File: src/design/drm_pkg.sv
package drm_pkg;

  typedef enum logic [1:0] {
    OP_LOAD  = 2'd0,
    OP_POINT = 2'd1,
    OP_RANGE = 2'd2,
    OP_CLEAR = 2'd3
  } op_t;

  typedef enum logic [1:0] {
    ST_IDLE,
    ST_RUN,
    ST_PREAD,
    ST_RSCAN
  } state_t;

  typedef struct packed {
    logic en;
    logic first;
  } mm_ctl_t;

  localparam int unsigned WORD_W  = 16;
  localparam int unsigned INDEX_W = 10;
  localparam int unsigned FIELD_W = 16;

endpackage

File: src/design/drm_minmax.sv
module drm_minmax #(
  parameter int unsigned DW = 16
) (
  input  logic                        clk,
  input  drm_pkg::mm_ctl_t            ctl,
  input  logic signed [DW-1:0]        data,
  output logic signed [DW-1:0]        lo_nxt,
  output logic signed [DW-1:0]        hi_nxt
);
  import drm_pkg::*;

  logic signed [DW-1:0] lo_r;
  logic signed [DW-1:0] hi_r;

  always_comb begin
    if (ctl.first) begin
      lo_nxt = data;
      hi_nxt = data;
    end else begin
      lo_nxt = (data < lo_r) ? data : lo_r;
      hi_nxt = (data > hi_r) ? data : hi_r;
    end
  end

  always_ff @(posedge clk) begin
    if (ctl.en) begin
      lo_r <= lo_nxt;
      hi_r <= hi_nxt;
    end
  end

endmodule

File: config.mk
export PLATFORM = sky130hd
export DESIGN_NAME = drm_minmax
export DESIGN_NICKNAME = d
export VERILOG_FILES = /design/src/design/drm_pkg.sv /design/src/design/drm_minmax.sv
export SDC_FILE = /design/constraint.sdc
export NUM_CORES = 1
export LEC_CHECK = 0
export ABC_AREA = 1
export ABC_CLOCK_PERIOD_IN_PS = 2660
export BUFFER_PORTS_ARGS = -buffer_cell sky130_fd_sc_hd__buf_2
export CORE_MARGIN = 5
export CORE_UTILIZATION = 59
export CTS_CLUSTER_SIZE = 14
export DETAILED_ROUTE_END_ITERATION = 7
export GPL_ROUTABILITY_DRIVEN = 0
export GPL_TIMING_DRIVEN = 0
export PLACE_DENSITY = 0.91
export SLEW_MARGIN = 10
export SYNTH_ARGS = -nofsm -noshare
export SYNTH_HDL_FRONTEND = slang
export SYNTH_SLANG_ARGS = --single-unit
File: constraint.sdc
create_clock -name clk -period 2.66 [get_ports clk]
set_input_delay 0.133 -clock clk [delete_from_list [all_inputs] [get_ports clk]]
set_output_delay 0.133 -clock clk [all_outputs]
set_load 0.03 [all_outputs]
; Word-level counts from Yosys, hierarchy flattened
; Index checks and enable logic that the tools add are counted.
[totals]
inputBits = 19
output_inout_bits = 32
reg_bits = 32
[classes]
n_lt_le_gt_ge = 2
n_mux = 4
[op_table]
columns = cell, count
row1 = 16-bit 2-to-1 mux, 4
row2 = 16-bit > comparator, 1
row3 = 16-bit less-than comparator, 1

; Longest topological paths before layout
[logic_depth]
ltp_word = 3
mapped_depth = 17
mapped_depth_nobuf = 16

; Worst setup path before layout
; OpenSTA, ideal clock, no wires.
[synth_timing]
kind = flip-flop to flip-flop
startpoint = register hi_r[7]
endpoint = register hi_r[10] (data pin)
setup_ns = 0.331
required_time_ns = 2.329
path_buffers = 1
setup_slack_ns = 0.603
path_stages_with_launch = 13
arrival_ns = 1.726
cell_sequence = edfxtp_1 > inv_1 > ha_1 > a21o_1 > nor2_1 > nand2_1 > nand2_1 > nand3_1 > nand3_4 > nand2_4 > buf_4 > nand2_1 > nand2_1
[synth_via]
elab_chain_cells = 3
[synth_lines]
columns = element, line_no
row1 = start: declaration, drm_minmax.sv:13  ; logic signed [DW-1:0] hi_r;
row2 = start signal: assignment, drm_minmax.sv:28  ; hi_r <= hi_nxt;
row3 = 16-bit > comparator, drm_minmax.sv:21  ; hi_nxt = (data > hi_r) ? data : hi_r;
row4 = 16-bit 2-to-1 mux, drm_minmax.sv:21
row5 = 16-bit 2-to-1 mux, drm_minmax.sv:16  ; if (ctl.first) begin
row6 = named net hi_nxt[10], drm_minmax.sv:8  ; output logic signed [DW-1:0] hi_nxt
; The timed path passes the listed nets, and every way through them passes these cells.
; A chain may end at the register's enable or synchronous reset.

; Worst setup path after layout
[layout_timing]
startpoint = register lo_r[15]
endpoint = output port lo_nxt[11]
[layout_via]
elab_chain_cells = 3
[layout_lines]
columns = element, line_no
row1 = start: declaration, drm_minmax.sv:12  ; logic signed [DW-1:0] lo_r;
row2 = start signal: assignment, drm_minmax.sv:27  ; lo_r <= lo_nxt;
row3 = 16-bit less-than comparator, drm_minmax.sv:20  ; lo_nxt = (data < lo_r) ? data : lo_r;
row4 = 16-bit 2-to-1 mux, drm_minmax.sv:20
row5 = 16-bit 2-to-1 mux, drm_minmax.sv:16
row6 = end: declaration, drm_minmax.sv:7  ; output logic signed [DW-1:0] lo_nxt,
; No other way between the ends.

==> impl_metrics.env <==
export IMPL_power_leakage_nw=1.52
export IMPL_ant_nets=0
export IMPL_max_clock_freq_mhz=400
export IMPL_cp_max_fo=10
export IMPL_run_status="finished clean"
export IMPL_syn_avg_cell_area_sq_um=8.34
export IMPL_drv_slew=0
export IMPL_wl_um=5410
export IMPL_synth_top_area_cell="edfxtp_1"
export IMPL_synth_net_count=334
export IMPL_yosysWarnings=0
export IMPL_fin_crit_ns=2.50
export IMPL_root_buffer="clkbuf_8"
export IMPL_first_pass_iters=4
export IMPL_dieArea_sq_um=5380
export IMPL_clkLatencyLatePin_ns=0.29
export IMPL_fin_skew_ns=0.00506
export IMPL_drc_errors=0
export IMPL_syn_instance_count=284
export IMPL_grt_pass1_wl_um=9210
export IMPL_fp_coreArea_sq_um=3940
export IMPL_fp_dieW_um=73.3
export IMPL_grt_overflow=0
export IMPL_p_total_mw=1.71
export IMPL_final_nets=393
export IMPL_synth_distinct_cells=24
export IMPL_ys_seq_area_share_pct=40.6
export IMPL_die_h_um=73.3
export IMPL_fin_tns_setup_ns=0
export IMPL_htreeDepth=2
export IMPL_rsz0062_at_grt="no"
export IMPL_pwr_density_cell_nw_per_um2=611
export IMPL_synth_area_sq_um=2370
export IMPL_grt_pass1_vias=2108
export IMPL_netlist_area_leader_share_pct=40.6
export IMPL_cp_end_kind="output pin"
export IMPL_tightestPinTransition_ns=0.781
export IMPL_synthToLayoutAreaGrowth_pct=18.1
export IMPL_cp_required_ns=2.53
export IMPL_peakVddDrop_uv=369
export IMPL_hold_buffers=0
export IMPL_min_path_type="in2reg"
export IMPL_num_vias=2083
export IMPL_io_buffers=50
export IMPL_worst_path_max_delay_cell="edfxtp_1"
export IMPL_slowest_delay_ns=0.37
export IMPL_drt_iter0_drc=150
export IMPL_slew_headroom_pct=47.9
export IMPL_grt_start_max_net_pins=33
export IMPL_cts_tree="built"
export IMPL_drive_above_1_share_pct=23.0
export IMPL_dp_cells=384
export IMPL_period_share_pct=93.9
export IMPL_antenna_found_initial=0
export IMPL_critPathLaunchType="flip-flop"
export IMPL_arrival_ns=2.37
export IMPL_clockBufferDepth=2
export IMPL_crit_path_frequent_cell="buf_2"
export IMPL_clock_sink_count=32
export IMPL_fin_cells=393
export IMPL_setup_viol=0
export IMPL_synth_area_leaders="edfxtp_1 41%, ha_1 16%, nand2_1 15%, inv_1 6.3%, nand4_1 4.5%"
export IMPL_path_clk_slew_ns=0.07
export IMPL_n_antenna_cell=0
export IMPL_initial_utilization_pct=60.0
export IMPL_cts_made_buffers=5
export IMPL_grt_use_total_pct=22.1
export IMPL_hold_viol=0
export IMPL_dp_hpwl_um=4070
export IMPL_viasPerCell=5.30
export IMPL_ioPinCount=51
export IMPL_ys_ff_latch=32
export IMPL_path_cells="inv_1 -> ha_1 -> a21oi_1 -> o21ai_1 -> nor2_2 -> nand2_2 -> nand2_4 -> buf_2 -> nand4_1 -> nand2_1 -> buf_2"
export IMPL_path_class="reg2out"
export IMPL_rows=23
export IMPL_maxCapViolations=0
export IMPL_drt_wirelength_per_cell_um=13.8
==> Yosys cell counts, drive strengths merged <==
| master | n |
|---|---|
| nand2 | 101 |
| inv | 44 |
| edfxtp | 32 |
| ha | 31 |
| nand3 | 22 |
| nand4 | 17 |
| nor2 | 11 |
| a21oi | 10 |
| buf | 5 |
| clkbuf | 3 |
| nor3 | 3 |
| o21ai | 2 |
| o21bai | 2 |
| a21o | 1 |
==> kinds of logic after synthesis <==
| family | after synthesis | share of synthesized area, % |
|---|---|---|
| AO/OA/AOI/OAI | 15 | 3.65 |
| flip-flops | 32 | 40.6 |
| buffers and inverters | 52 | 8.98 |
| adder cells (fa/ha/maj) | 31 | 16.4 |
| AND/OR/NAND/NOR | 154 | 30.4 |
==> cells in the final DEF, fill, tap and decap left out, drive strengths merged <==
master  Yosys  layout
clkbuf      3      12
ha         31      31
o21ai       2       2
inv        44      44
edfxtp     32      32
nand2     101     101
buf         5      53
nor2       11      11
nor3        3       3
a21o        1       1
clkinv      0       2
nand3      22      22
nand4      17      17
a21oi      10      10
o21bai      2       2
==> worst max-delay path, delay by kind of cell (launching register included) <==
| family | cells | cell delay [ns] |
|---|---|---|
| simple gates | 5 | 0.62 |
| buf+inv | 3 | 0.54 |
| flops | 1 | 0.37 |
| fa+ha+maj | 1 | 0.29 |
| compound gates | 2 | 0.26 |
==> path summary, 6_finish.rpt <==
check / slack (ns) / cells past startpoint / end / start
max reg2reg: 0.60 / 11 / lo_r[6] / lo_r[15]
max: 0.16 / 11 / lo_nxt[11] / lo_r[15]
min reg2reg: 0.60 / 2 / hi_r[11] / hi_r[11]
min: 0.19 / 3 / hi_r[13] / data[13]
==> report_power, final <==
part | internal (mW) | total [mW] | switching [mW] | leakage (nW)
Combinational | 0.222 | 0.696 | 0.474 | 1.16
Clock | 0.172 | 0.352 | 0.179 | 0.0391
Sequential | 0.632 | 0.659 | 0.0270 | 0.316
==> sequential cells by signal (all words and copies together), names as in the netlist <==
| signal | cells |
|---|---|
| hi_r | 16 |
| lo_r | 16 |
==> stage by stage <==
stage	util, %	hold WS, ns	setup slack (ns)	cell area [sq um]
after floorplan	-	0.245	0.603	2370
after global placement	68.0	0.478	0.495	2680
after detailed placement	68.0	0.481	0.443	2680
after CTS	69.9	0.187	0.100	2760
after global routing	70.9	0.191	0.000924	2800
final	70.9	0.190	0.161	2800
==> layout make-up <==
class	instances	area [sq um]
multi-input combinational	200	1200
fill	316	1150
sequential	32	961
timing repair buffer	52	275
inverter	44	165
clock buffer	5	68.8
tap	50	62.6
buffer	8	57.6
clock inverter	2	7.51
==> metal layers <==
metal	global-route usage, %	vias up	share of wire, %
met5	0	-	0
met4	7.65	0	1.8
met3	4.79	8	6.8
met2	38.3	64	49
met1	27.1	947	43
li1	-	1064	-
==> repair_timing <==
action                     4_1_cts  5_1_grt
buffers inserted                 0        2
setup endpoints to repair        0       10
resized for setup                0        9
Power figures use the tool's default switching activity.
